==> src/rtl/core/gsfc_pkg.sv <==
`timescale 1ns / 1ps
package gsfc_pkg;

  localparam int NUM_SLOTS      = 4;
  localparam int SLOT_W         = 2;
  localparam int CELL_AW        = 16;
  localparam int CELLS_PER_SLOT = 65536;
  localparam int MEM_DEPTH      = NUM_SLOTS * CELLS_PER_SLOT;
  localparam int FRAC_BITS      = 8;
  localparam int ROOT_STEPS     = 25;
  localparam int DIV_STEPS      = 9;

  localparam logic [6:0] THRESH_RESET = 7'd64;
  localparam logic [7:0] VAL_UNOBSERVED = 8'hFF;

  // Operation codes
  localparam logic [1:0] OP_LOAD  = 2'd0;
  localparam logic [1:0] OP_GEOM  = 2'd1;
  localparam logic [1:0] OP_CHECK = 2'd2;

  // Outcome codes
  localparam logic [1:0] OUT_FREE    = 2'd0;
  localparam logic [1:0] OUT_OCC     = 2'd1;
  localparam logic [1:0] OUT_UNKNOWN = 2'd2;
  localparam logic [1:0] OUT_ACK     = 2'd3;

  // Probe answers
  localparam logic [1:0] ANS_NONE    = 2'd0;
  localparam logic [1:0] ANS_FREE    = 2'd1;
  localparam logic [1:0] ANS_BLOCKED = 2'd2;

  typedef struct packed {
    logic       capture;
    logic       write_cell;
    logic       write_geom;
    logic       ack;
    logic       square;
    logic       sum_sq;
    logic       root_step;
    logic       div_load;
    logic       div_axis;
    logic       div_step;
    logic       div_store;
    logic       walk_init;
    logic       walk_next;
    logic       second;
    logic       probe_rel;
    logic       probe_cell;
    logic       probe_addr;
    logic       probe_read;
    logic       finish;
    logic [1:0] finish_code;
  } cmd_t;

  typedef struct packed {
    logic       last_sample;
    logic       use_second;
    logic [1:0] answer;
  } stat_t;

endpackage

==> src/rtl/core/gsfc_ctrl.sv <==
`timescale 1ns / 1ps
module gsfc_ctrl (
  input  logic           clk,
  input  logic           rst,
  input  logic           start,
  input  logic [1:0]     operation,
  input  gsfc_pkg::stat_t stat,
  output gsfc_pkg::cmd_t  cmd,
  output logic           busy
);
  import gsfc_pkg::*;

  localparam logic [3:0] S_IDLE   = 4'd0;
  localparam logic [3:0] S_SQUARE = 4'd1;
  localparam logic [3:0] S_SUM    = 4'd2;
  localparam logic [3:0] S_ROOT   = 4'd3;
  localparam logic [3:0] S_DLOAD  = 4'd4;
  localparam logic [3:0] S_DSTEP  = 4'd5;
  localparam logic [3:0] S_DSTORE = 4'd6;
  localparam logic [3:0] S_WINIT  = 4'd7;
  localparam logic [3:0] S_PREL   = 4'd8;
  localparam logic [3:0] S_PCELL  = 4'd9;
  localparam logic [3:0] S_PADDR  = 4'd10;
  localparam logic [3:0] S_PREAD  = 4'd11;
  localparam logic [3:0] S_PEVAL  = 4'd12;

  logic [3:0] state, state_next;
  logic [4:0] cnt, cnt_next;
  logic       axis, axis_next;
  logic       second, second_next;
  logic       accept;

  assign busy   = (state != S_IDLE);
  assign accept = start && !busy;

  // Sequence one item
  always_comb begin
    state_next  = state;
    cnt_next    = cnt;
    axis_next   = axis;
    second_next = second;
    cmd         = '0;
    cmd.div_axis = axis;
    cmd.second   = second;
    case (state)
      S_IDLE: begin
        if (accept) begin
          cmd.capture    = 1'b1;
          cmd.write_cell = (operation == OP_LOAD);
          cmd.write_geom = (operation == OP_GEOM);
          cmd.ack        = (operation != OP_CHECK);
          if (operation == OP_CHECK) state_next = S_SQUARE;
        end
      end
      S_SQUARE: begin
        cmd.square = 1'b1;
        state_next = S_SUM;
      end
      S_SUM: begin
        cmd.sum_sq = 1'b1;
        cnt_next   = '0;
        state_next = S_ROOT;
      end
      S_ROOT: begin
        cmd.root_step = 1'b1;
        cnt_next      = cnt + 5'd1;
        if (cnt == 5'(ROOT_STEPS - 1)) begin
          axis_next  = 1'b0;
          state_next = S_DLOAD;
        end
      end
      S_DLOAD: begin
        cmd.div_load = 1'b1;
        cnt_next     = '0;
        state_next   = S_DSTEP;
      end
      S_DSTEP: begin
        cmd.div_step = 1'b1;
        cnt_next     = cnt + 5'd1;
        if (cnt == 5'(DIV_STEPS - 1)) state_next = S_DSTORE;
      end
      S_DSTORE: begin
        cmd.div_store = 1'b1;
        if (!axis) begin
          axis_next  = 1'b1;
          state_next = S_DLOAD;
        end else begin
          state_next = S_WINIT;
        end
      end
      S_WINIT: begin
        cmd.walk_init = 1'b1;
        second_next   = 1'b0;
        state_next    = S_PREL;
      end
      S_PREL: begin
        cmd.probe_rel = 1'b1;
        state_next    = S_PCELL;
      end
      S_PCELL: begin
        cmd.probe_cell = 1'b1;
        state_next     = S_PADDR;
      end
      S_PADDR: begin
        cmd.probe_addr = 1'b1;
        state_next     = S_PREAD;
      end
      S_PREAD: begin
        cmd.probe_read = 1'b1;
        state_next     = S_PEVAL;
      end
      S_PEVAL: begin
        // decide on this sample, go on to the next sample or try the second slot
        if (stat.answer == ANS_FREE) begin
          if (stat.last_sample) begin
            cmd.finish      = 1'b1;
            cmd.finish_code = OUT_FREE;
            state_next      = S_IDLE;
          end else begin
            cmd.walk_next = 1'b1;
            second_next   = 1'b0;
            state_next    = S_PREL;
          end
        end else if (stat.answer == ANS_BLOCKED) begin
          cmd.finish      = 1'b1;
          cmd.finish_code = OUT_OCC;
          state_next      = S_IDLE;
        end else if (stat.use_second && !second) begin
          second_next = 1'b1;
          state_next  = S_PREL;
        end else begin
          cmd.finish      = 1'b1;
          cmd.finish_code = OUT_UNKNOWN;
          state_next      = S_IDLE;
        end
      end
      default: state_next = S_IDLE;
    endcase
  end

  always_ff @(posedge clk) begin
    if (rst) begin
      state  <= S_IDLE;
      cnt    <= '0;
      axis   <= 1'b0;
      second <= 1'b0;
    end else begin
      state  <= state_next;
      cnt    <= cnt_next;
      axis   <= axis_next;
      second <= second_next;
    end
  end

endmodule

==> config.mk <==
export PLATFORM = sky130hd
export DESIGN_NAME = gsfc_ctrl
export DESIGN_NICKNAME = d
export VERILOG_FILES = /design/src/rtl/core/gsfc_pkg.sv /design/src/rtl/core/gsfc_ctrl.sv
export SDC_FILE = /design/constraint.sdc
export NUM_CORES = 1
export LEC_CHECK = 0
export BUFFER_PORTS_ARGS = -buffer_cell sky130_fd_sc_hd__buf_2
export CAP_MARGIN = 10
export CORE_AREA = 2 2 46 48
export CTS_CLUSTER_DIAMETER = 50
export DETAILED_ROUTE_END_ITERATION = 10
export DIE_AREA = 0 0 48 50
export GPL_TIMING_DRIVEN = 0
export PLACE_DENSITY = 0.84
export SLEW_MARGIN = 25
export SYNTH_ARGS = -nofsm -noshare
export SYNTH_HDL_FRONTEND = slang
export SYNTH_SLANG_ARGS = --single-unit
==> constraint.sdc <==
create_clock -name clk -period 2.01 [get_ports clk]
set_clock_uncertainty 0.15 [all_clocks]
set_input_delay 0.402 -clock clk [delete_from_list [all_inputs] [get_ports clk]]
set_output_delay 0.402 -clock clk [all_outputs]
set_load 0.1 [all_outputs]
==> metrics.md, run 1 <==
| Metric | Value |
|---|---|
| Run status | `complete, but fails checks` |
| Violated checks | `setup timing` |
| Initial cell density of the core | `44.80%` |
| Routability congestion estimate | `0.8067` |
| Finished Core Util | `86.58%` |
| Combinational share of power | `54.6%` |
| Area occupied by multi-input gates | `789.5 um^2` |
| TritonRoute pass-1 iters | `4` |
| Number of top-level pins | `31` |
| Required time worst endpoint | `1.46 ns` |
| Num CTS Buffers | `3` |
| Height of the die | `50 um` |
| Worst slack at placement | `-0.2245 ns` |
| Pint | `462.5 uW` |
| Worst setup SP type | `flop` |
| Data arrival time of the critical path | `1.47 ns` |
| Total inserted antenna cells | `0` |
| Antenna Nets Post-Route | `0` |
| Final Max Slew Viols | `0` |
| Worst hold path class | `in2reg` |
| Final HPWL DP | `1.629 mm` |
| Count of endpoints failing hold in the final timing report | `0` |
| Seq. cell area | `235.2 um^2` |
| Average routed wire per standard cell | `17.35 um` |
| Final Critical Period | `2.022 ns` |
| Global-route wire length before repair | `4.229 mm` |
| CTS HTree Levels | `1` |
| Category of the critical setup timing path | `reg2out` |
| Setup-violating endpoint count in the final report | `2` |
| Transition time at the pin with the least slew margin | `0.4890 ns` |
| Net count of the mapped netlist | `127` |
| Full die area | `2400 um^2` |
| Filler cell count | `82` |
| CTS Root Buffer Type | `sky130_fd_sc_hd__clkbuf_4` |
| Worst slew slack as a fraction of its limit | `67.40%` |
| Die X | `48 um` |
| Areal power density over the cells | `544.4 nW/um^2` |
| CP max stage cell | `sky130_fd_sc_hd__dfxtp_4` |
| Share of post-route cells with drive strength above 1 | `52.20%` |
| Cell row count | `16` |
| Max stage delay on crit path | `0.39 ns` |
| Vias per cell | `5.801` |
| Routed via count | `1079` |
| Total routed wirelength | `3.228 mm` |
| Sequential cell fraction of total power | `27.4%` |
| Largest fanout on the critical path | `8` |
| Leak pwr | `0.6205 nW` |
| Yosys warns | `0` |
| Final nets | `171` |
| Count of buffering cells on the critical path with inverters included | `2` |
| Port-buffer cells | `30` |
| Number of different library cells in the post-synthesis netlist | `35` |
| CTS Buffer Depth | `2` |
| Net switching power of the design | `434.0 uW` |
| Post-synthesis sequential area ratio | `25.84%` |
| CTS clock-pin slew for the worst setup and hold paths | `0.08 ns` |
| Global-route congestion overflow total | `0` |
| Most common cell type on the critical path | `sky130_fd_sc_hd__buf_12` |
| Switching share of power | `48.41%` |
| Peak clock frequency supported by timing | `494.5 MHz` |
| Total of flip-flops plus latches after synthesis | `11` |
| DRC errors left | `0` |
| Violation count after the first detailed-routing iteration | `33` |
| Average cell area after synthesis | `7.345 um^2` |
| RSZ-0062 raised after global routing | `yes` |
| Post-synthesis cell area | `852.1 um^2` |
| Final-layout setup total negative slack | `-0.02101 ns` |
| Antenna violations before repair | `0` |
| Clk pwr share | `18.0%` |
| Cell Chain, Critical Path | `buf_12, nor2_4, nand3_4, nor3_4, buf_12` |
| Maxcap violations | `0` |
| Crit. End Element | `output port` |
| Family with the most delay on the worst path | `simple AND/OR/NAND/NOR gates` |
| Area growth syn-to-layout | `93.25%` |
| Setup slack of the critical path after layout | `-0.01234 ns` |
| Overall global routing resource usage | `24.68%` |
| Share of the clock period used by the worst path after layout | `100.6%` |
| Peak supply drop | `0.4739 mV` |
| Clock sink total | `11` |
| Number of cells produced by synthesis | `116` |
| Number of global-route vias before repair | `982` |
| CTS tree | `yes` |
| Area of the core region | `1902 um^2` |
| Worst-Skew Late Latency | `0.29 ns` |
| Maximum number of pins on one net before global-route repair | `11` |
==> cell usage in the layout, fill, tap and decap left out, types with 3 or more instances in the layout <==
cell type / synthesis / routed
sky130_fd_sc_hd__a21oi_1: 9 / 8
sky130_fd_sc_hd__dfxtp_4: 0 / 4
sky130_fd_sc_hd__nor2b_1: 4 / 4
sky130_fd_sc_hd__nor2_1: 12 / 5
sky130_fd_sc_hd__nand2_1: 10 / 10
sky130_fd_sc_hd__buf_8: 0 / 3
sky130_fd_sc_hd__buf_12: 0 / 12
sky130_fd_sc_hd__nand3b_1: 3 / 3
sky130_fd_sc_hd__dfxtp_1: 11 / 7
sky130_fd_sc_hd__inv_1: 5 / 5
sky130_fd_sc_hd__buf_2: 1 / 11
sky130_fd_sc_hd__o21ai_0: 4 / 3
sky130_fd_sc_hd__nand3_1: 4 / 3
sky130_fd_sc_hd__nand2b_1: 8 / 4
sky130_fd_sc_hd__clkbuf_4: 0 / 3
sky130_fd_sc_hd__buf_6: 1 / 4
sky130_fd_sc_hd__buf_4: 3 / 16
sky130_fd_sc_hd__nor3_4: 0 / 8
sky130_fd_sc_hd__a311oi_1: 3 / 3
sky130_fd_sc_hd__nor2_4: 0 / 7
sky130_fd_sc_hd__nand2b_4: 0 / 4
==> state kept, by name (all words and copies together) (netlist names) <==
signal  cells
cnt         5
second      1
state       4
axis        1
==> area by class of cell <==
cell class,instances,share of cell area (%)
clock buffer,4,1.596
inverter,7,1.672
timing repair buffer,40,26.52
multi-input combinational,89,47.95
sequential,11,14.29
buffer,8,5.927
tap,27,2.052
==> power by group through the flow <==
stage / logic (mW) / clock network (mW) / registers, mW
2_1_floorplan: 0.350 / 0 / 0.246
3_3_place_gp: 0.400 / 0 / 0.247
3_5_place_dp: 0.404 / 0 / 0.248
4_1_cts: 0.458 / 0.154 / 0.244
5_1_grt: 0.512 / 0.176 / 0.247
6_report: 0.489 / 0.162 / 0.245
==> cells in the mapped netlist <==
library cell	n	area, um^2
sky130_fd_sc_hd__a31oi_1	1	6.260
sky130_fd_sc_hd__nor2b_1	4	25.02
sky130_fd_sc_hd__nor3_1	10	50.05
sky130_fd_sc_hd__inv_1	5	18.77
sky130_fd_sc_hd__buf_2	1	5.000
sky130_fd_sc_hd__clkbuf_1	4	15.01
sky130_fd_sc_hd__clkinv_1	2	7.510
sky130_fd_sc_hd__nor3b_1	2	15.01
sky130_fd_sc_hd__o21ai_0	4	20.02
sky130_fd_sc_hd__dfxtp_1	11	220.2
sky130_fd_sc_hd__a41oi_1	2	17.52
sky130_fd_sc_hd__nand4bb_4	1	27.53
sky130_fd_sc_hd__nand2b_1	8	50.05
sky130_fd_sc_hd__a211o_1	1	8.760
sky130_fd_sc_hd__o211ai_1	1	7.510
sky130_fd_sc_hd__nor2_1	12	45.04
sky130_fd_sc_hd__buf_4	3	22.52
sky130_fd_sc_hd__and3b_1	1	8.760
sky130_fd_sc_hd__nand3_1	4	20.02
sky130_fd_sc_hd__or3b_1	1	8.760
sky130_fd_sc_hd__o21ai_1	1	5.000
sky130_fd_sc_hd__xor2_1	1	8.760
sky130_fd_sc_hd__a311oi_1	3	26.28
sky130_fd_sc_hd__xnor2_1	1	8.760
sky130_fd_sc_hd__o2bb2ai_1	1	8.760
sky130_fd_sc_hd__nand2_4	1	11.26
sky130_fd_sc_hd__o22ai_1	1	6.260
sky130_fd_sc_hd__buf_6	1	11.26
sky130_fd_sc_hd__ha_1	2	25.02
sky130_fd_sc_hd__a21oi_1	9	45.04
sky130_fd_sc_hd__nand4bb_1	2	22.52
sky130_fd_sc_hd__nand2_1	10	37.54
sky130_fd_sc_hd__nand3b_1	3	22.52
sky130_fd_sc_hd__a211oi_1	1	7.510
sky130_fd_sc_hd__or2_1	1	6.260
==> logic make-up after synthesis <==
logic type,after synthesis,synth area share (%)
DFF,11,25.84
buffers and inverters,16,9.397
AOI/OAI and AO/OA,25,18.65
adders and majority gates,2,2.936
xor gates and xnor gates,2,2.056
and+or+nand+nor,60,41.12
==> worst paths after layout <==
check | start | to | slack [ns] | cells after the start
setup reg to reg | cnt[0]$_SDFFE_PP0P_ | state[2]$_SDFFE_PP0P_ | 0.35 | 6
setup / recovery | state[3]$_SDFFE_PP0P_ | cmd[19] | -0.01 | 5
hold reg to reg | second$_SDFFE_PP0P_ | second$_SDFFE_PP0P_ | 0.39 | 2
hold / removal | rst | state[1]$_SDFFE_PP0P_ | 0.27 | 3
==> timing repair <==
action                                 4_1_cts  5_1_grt
resized for setup                           55       23
pin swaps                                    7        7
endpoints found under the hold margin        0        0
hold buffers                                 0        0
buffers inserted                             4        6
setup endpoints to repair                   20       18
==> tightest hold or removal path, delay by kind of cell <==
family	cells	cell delay (ns)
compound gates	1	0.10
buf+inv	1	0.12
simple gates	1	0.04
==> per-layer routing <==
metal / wire length [um] / vias up / track usage, %
li1: - / 493 / -
met1: 1213 / 522 / 30.49
met2: 1739 / 53 / 40.44
met3: 182 / 11 / 5.495
met4: 93 / 0 / 8.559
met5: 0 / - / 0
==> metrics by stage <==
step | cell area (um^2) | total power, mW | hold slack, ns | instances
2_1_floorplan | 1095 | 0.5955 | 0.3308 | 116
3_3_place_gp | 1279 | 0.6472 | 0.3472 | 173
3_5_place_dp | 1279 | 0.6522 | 0.3679 | 173
4_1_cts | 1531 | 0.8556 | 0.2738 | 181
5_1_grt | 1647 | 0.9338 | 0.2819 | 186
6_report | 1647 | 0.8964 | 0.2652 | 186
No activity file was read; power rests on OpenSTA's default activity.
==> run 2, diff against run 1 <==
--- a/config.mk
+++ b/config.mk
@@ -11,7 +11,7 @@
 export CTS_CLUSTER_DIAMETER = 50
 export DETAILED_ROUTE_END_ITERATION = 10
 export DIE_AREA = 0 0 48 50
-export GPL_TIMING_DRIVEN = 0
+export HOLD_SLACK_MARGIN = 0.02
 export PLACE_DENSITY = 0.84
 export SLEW_MARGIN = 25
 export SYNTH_ARGS = -nofsm -noshare
==> run 2 against run 1 <==
  * The run still ends with setup timing left
  * Power increased by 9.8%
  * First-iteration DRC count increased by 120%
  * Wire length increased by 26%
  * Cell area increased by 6.4%
  * Combinational power increased by 15%
  * Sequential power increased by 3%
  * Via count increased by 7.2%
  * Critical path type unchanged
==> metrics.md, run 2 (synthesized netlist as in run 1, its figures left out) <==
| Metric | Value |
|---|---|
| Data arrival time of the critical path | `1.49 ns` |
| Net switching power of the design | `469.3 uW` |
| Most flops, register | `cnt` |
| Worst slew slack as a fraction of its limit | `68.13%` |
| Port-buffer cells | `30` |
| Worst-Skew Late Latency | `0.28 ns` |
| Crit. End Element | `output port` |
| Category of the critical setup timing path | `reg2out` |
| Peak supply drop | `0.6166 mV` |
| Clk pwr share | `17.3%` |
| Transition time at the pin with the least slew margin | `0.4731 ns` |
| CP max stage cell | `sky130_fd_sc_hd__dfxtp_4` |
| Hold buffer count at cts | `0` |
| Final-layout setup total negative slack | `-0.05749 ns` |
| Setup slack of the critical path after layout | `-0.03572 ns` |
| Launch point of the worst reg-to-reg path | `cnt[0]$_SDFFE_PP0P_` |
| CTS HTree Levels | `1` |
| Height of the die | `50 um` |
| CTS Root Buffer Type | `sky130_fd_sc_hd__clkbuf_4` |
| Required time worst endpoint | `1.46 ns` |
| Depth of the most critical reg-to-reg path | `6` |
| Area growth syn-to-layout | `105.6%` |
| Maximum number of pins on one net before global-route repair | `16` |
| Most frequent cells in the layout | `sky130_fd_sc_hd__buf_12 (20), sky130_fd_sc_hd__buf_4 (20), sky130_fd_sc_hd__nand2_1 (10), sky130_fd_sc_hd__buf_2 (10)` |
| Clock sink total | `11` |
| Hold endpoint | `axis$_SDFFE_PP0P_` |
| Final HPWL DP | `2.080 mm` |
| Top Registers | `cnt: 5 flops, state: 4 flops` |
| RSZ-0062 raised after global routing | `yes` |
| Final nets | `178` |
| Violation count after the first detailed-routing iteration | `71` |
| Average routed wire per standard cell | `21.07 um` |
| TritonRoute pass-1 iters | `4` |
| Antenna Nets Post-Route | `0` |
| Final cell area excluding filler cells | `1752 um^2` |
| Family with the most delay on the worst path | `simple AND/OR/NAND/NOR gates` |
| Pint | `515.2 uW` |
| Vias per cell | `5.995` |
| Overall global routing resource usage | `30.75%` |
| Routed via count | `1157` |
| Global-route wire length before repair | `5.375 mm` |
| Sequential cell fraction of total power | `25.7%` |
| Number of top-level pins | `31` |
| Num CTS Buffers | `3` |
| Routability congestion estimate | `0.7667` |
| Total routed wirelength | `4.067 mm` |
| CTS tree | `yes` |
| Largest fanout on the critical path | `8` |
| Share of the clock period used by the worst path after layout | `101.8%` |
| Initial cell density of the core | `44.80%` |
| DRC errors left | `0` |
| Count of buffering cells on the critical path with inverters included | `2` |
| Count of endpoints failing hold in the final timing report | `0` |
| Die X | `48 um` |
| Peak clock frequency supported by timing | `488.8 MHz` |
| CTS Buffer Depth | `2` |
| Start point of the critical path | `state[2]$_SDFFE_PP0P_` |
| Start point of the worst min-delay path | `rst` |
| Worst setup SP type | `flop` |
| Leak pwr | `0.6646 nW` |
| Worst hold path class | `in2reg` |
| Setup-violating endpoint count in the final report | `5` |
| Area of the core region | `1902 um^2` |
| Combinational share of power | `57.0%` |
| Share of post-route cells with drive strength above 1 | `53.01%` |
| Violated checks | `setup timing` |
| Antenna violations before repair | `0` |
| DP Area | `1526 um^2` |
| Hold Path Depth | `2` |
| Number of global-route vias before repair | `1145` |
| Number of flip-flops in the largest register | `5` |
| Switching share of power | `47.67%` |
| Full die area | `2400 um^2` |
| Worst reg2reg path endpoint | `state[2]$_SDFFE_PP0P_` |
| Cell Chain, Critical Path | `buf_8, nor2_4, nand3_4, nor3_4, buf_12` |
| Maxcap violations | `0` |
| Areal power density over the cells | `562.0 nW/um^2` |
| Worst slack at placement | `0.02579 ns` |
| Final Critical Period | `2.046 ns` |
| Final Max Slew Viols | `0` |
| Max stage delay on crit path | `0.39 ns` |
| Cell row count | `16` |
| Run status | `complete, but fails checks` |
| Register-to-Register Setup Slack | `0.23 ns` |
| Global-route congestion overflow total | `0` |
| Total inserted antenna cells | `0` |
| CTS clock-pin slew for the worst setup and hold paths | `0.09 ns` |
-- run 2: changes by cell type in the layout (fill, tap and decap cells not counted), sizes merged --
cell	before	now
buf	46	55
clkbuf	6	4
-- run 2: worst max path at each step --
| stage | to | cells after the start |
|---|---|---|
| 6_report | cmd[19] | 5 |
| 5_1_grt | cmd[19] | 5 |
| 4_1_cts | cmd[8] | 4 |
| 3_5_place_dp | cmd[2] | 5 |
| 3_3_place_gp | cmd[2] | 5 |
| 2_1_floorplan | cmd[18] | 5 |
-- run 2: what timing repair did --
item | 4_1_cts | 5_1_grt
buffers inserted | 11 | 9
pin swaps | 5 | 4
endpoints found under the setup margin | 15 | 10
resized for setup | 7 | 7
-- run 2: per-layer routing --
metal | track usage (%) | vias to the layer above | routed length, um | share of wire [%]
met1 | 39.00 | 545 | 1458 | 36
met5 | 0 | - | 0 | 0
met3 | 3.663 | 20 | 309 | 7.6
li1 | - | 512 | - | -
met2 | 52.22 | 80 | 2133 | 52
met4 | 9.009 | 0 | 166 | 4.1
-- run 2: layout make-up --
type / count / area (um^2)
Sequential cell: 11 / 235.2
Tap cell: 27 / 33.78
Inverter: 7 / 27.53
Clock buffer: 4 / 26.28
Fill cell: 61 / 150.1
Multi-Input combinational cell: 89 / 768.2
Timing Repair Buffer: 55 / 660.6
-- run 2: stage by stage --
stage	util, %	total power, mW	hold slack [ns]	std cells
3_5_place_dp	80.26	0.7368	0.3581	169
5_1_grt	92.11	1.006	0.3321	193
3_3_place_gp	80.26	0.7218	0.3442	169
2_1_floorplan	-	0.5955	0.3308	116
6_report	92.11	0.9844	0.3270	193
4_1_cts	87.17	0.9338	0.3235	184
-- run 2: power groups by stage --
stage	registers, mW	clock network [mW]	logic, mW
CTS	0.250	0.161	0.524
finish	0.253	0.170	0.561
floorplan	0.246	0	0.350
global placement	0.272	0	0.450
global route	0.254	0.176	0.577
detailed placement	0.273	0	0.463
==> run 3, diff against run 2 <==
==> constraint.sdc (replaced) <==
create_clock -name clk -period 2.01 [get_ports clk]
set_clock_uncertainty 0.15 [all_clocks]
set_input_delay 0.201 -clock clk [delete_from_list [all_inputs] [get_ports clk]]
set_output_delay 0.201 -clock clk [all_outputs]
set_load 0.1 [all_outputs]
==> run 3 against run 2 <==
  * The run now ends clean
  * Via count shrank 17%
  * Clock power shrank 11%
  * Maximum frequency grew 6.4%
  * Worst setup slack gained 0.12 ns
  * Register-to-register slack gained 0.08 ns
  * Die area is the same
  * Global-route usage shrank 6.8 points
  * Hold slack lost 0.22 ns
  * Wire length shrank 40%
  * Core utilization shrank 13 points
==> metrics.md, run 3 (synthesized netlist as in run 1, its figures left out) <==
| Metric | Value |
|---|---|
| Run status | `finished clean` |
| Instance count on the critical path | `5` |
| Overall global routing resource usage | `23.95%` |
| Cell Chain, Critical Path | `buf_4, nand2b_2, or2_1, clkinv_1, buf_12` |
| Areal power density over the cells | `569.8 nW/um^2` |
| Area of the core region | `1902 um^2` |
| Non-filler cells, final | `174` |
| Overall power | `860.5 uW` |
| Maximum number of pins on one net before global-route repair | `17` |
| Category of the critical setup timing path | `reg2out` |
| Final cell area excluding filler cells | `1510 um^2` |
| Antenna violations before repair | `0` |
| Clock sink total | `11` |
| Final HPWL DP | `1.900 mm` |
| Global-route congestion overflow total | `0` |
| Cell total after placement | `170` |
| Final-layout setup total negative slack | `0 ns` |
| Most frequent cells in the layout | `sky130_fd_sc_hd__buf_12 (19), sky130_fd_sc_hd__buf_2 (11), sky130_fd_sc_hd__nand2_1 (10)` |
| Worst setup SP type | `flop` |
| Worst-Skew Late Latency | `0.27 ns` |
| Final Critical Period | `1.923 ns` |
| Routed via count | `957` |
| Transition time at the pin with the least slew margin | `0.4850 ns` |
| Hold buffer count at cts | `0` |
| Peak supply drop | `0.6809 mV` |
| Port-buffer cells | `30` |
| Area growth syn-to-layout | `77.24%` |
| Final nets | `159` |
| CTS Root Buffer Type | `sky130_fd_sc_hd__clkbuf_4` |
| Top Registers | `cnt: 5 flops, state: 4 flops` |
| DP Area | `1455 um^2` |
| Die X | `48 um` |
| RSZ-0062 raised after global routing | `no` |
| Worst slew slack as a fraction of its limit | `67.89%` |
| Height of the die | `50 um` |
| CP max stage cell | `sky130_fd_sc_hd__dfxtp_1` |
| Crit. End Element | `output port` |
| Share of post-route cells with drive strength above 1 | `42.18%` |
| Post-Route Hold Slack | `0.1093 ns` |
| Required time worst endpoint | `1.66 ns` |
| Global-route wire length before repair | `4.181 mm` |
| Vias per cell | `5.500` |
| Routability congestion estimate | `0.8292` |
| Final Max Slew Viols | `0` |
| Full die area | `2400 um^2` |
| Most flops, register | `cnt` |
| Family with the most delay on the worst path | `simple AND/OR/NAND/NOR gates` |
| Finished Core Util | `79.41%` |
| Total routed wirelength | `2.424 mm` |
| CTS HTree Levels | `1` |
| Depth of the most critical reg-to-reg path | `5` |
| Max stage delay on crit path | `0.30 ns` |
| Worst hold path class | `in2reg` |
| TritonRoute pass-1 iters | `4` |
| CTS Buffer Depth | `2` |
| Peak clock frequency supported by timing | `520.1 MHz` |
| Hold Path Depth | `2` |
| Number of flip-flops in the largest register | `5` |
| Num CTS Buffers | `3` |
| Violation count after the first detailed-routing iteration | `19` |
| Count of buffering cells on the critical path with inverters included | `3` |
| Cell row count | `16` |
| Count of endpoints failing hold in the final timing report | `0` |
| Total inserted antenna cells | `0` |
| CTS clock-pin slew for the worst setup and hold paths | `0.07 ns` |
| Number of top-level pins | `31` |
| CTS tree | `yes` |
| Number of global-route vias before repair | `962` |
| Share of the clock period used by the worst path after layout | `95.66%` |
| Data arrival time of the critical path | `1.57 ns` |
| Commonest non-fill, non-tap cell in the layout | `sky130_fd_sc_hd__buf_12` |
| Maxcap violations | `0` |
| Register-to-Register Setup Slack | `0.31 ns` |
| Average routed wire per standard cell | `13.93 um` |
| Antenna Nets Post-Route | `0` |
| Initial cell density of the core | `44.80%` |
| Worst slack at placement | `0.2139 ns` |
| Setup slack of the critical path after layout | `0.08725 ns` |
| Setup-violating endpoint count in the final report | `0` |
| Largest fanout on the critical path | `16` |
| DRC errors left | `0` |
| Leak pwr | `0.5377 nW` |
==> run 3: worst reg2reg max path, delay by kind of cell (launching register included) <==
kind	cells	cell delay [ns]
AND/OR/NAND/NOR	2	0.50
AO/OA/AOI/OAI	2	0.43
flip-flops	1	0.30
buffers and inverters	1	0.20
==> run 3: final timing paths <==
check                   startpoint                  end
min                            rst    axis$_SDFFE_PP0P_
min reg2reg    second$_SDFFE_PP0P_  second$_SDFFE_PP0P_
max reg2reg  state[3]$_SDFFE_PP0P_  cnt[3]$_SDFFE_PP0P_
max          state[3]$_SDFFE_PP0P_               cmd[9]
==> run 3: layout make-up <==
class / instances / area [um^2]
repair buffers: 36 / 480.5
clock buffers: 4 / 26.28
flip-flops and latches: 11 / 225.2
inverters: 7 / 26.28
multi-input cells: 89 / 718.2
fillers: 120 / 391.6
well taps: 27 / 33.78
==> run 3: report_power, final <==
part	internal, mW	switching [mW]
registers	0.229	0.0273
clock network	0.0769	0.0743
logic	0.150	0.303
total	0.455	0.405
==> run 3: routing by layer <==
| metal | track usage [%] | routed length [um] | vias to the layer above |
|---|---|---|---|
| met5 | 0 | 0 | - |
| met4 | 5.405 | 8 | 0 |
| met3 | 5.495 | 114 | 2 |
| met2 | 42.00 | 1378 | 31 |
| met1 | 28.15 | 922 | 452 |
| li1 | - | - | 472 |
==> run 3: timing repair <==
| action | CTS | global route |
|---|---|---|
| buffers inserted | 0 | 0 |
| setup endpoints to repair | 8 | 8 |
| resized for setup | 3 | 4 |
| hold endpoints to repair | 0 | 0 |
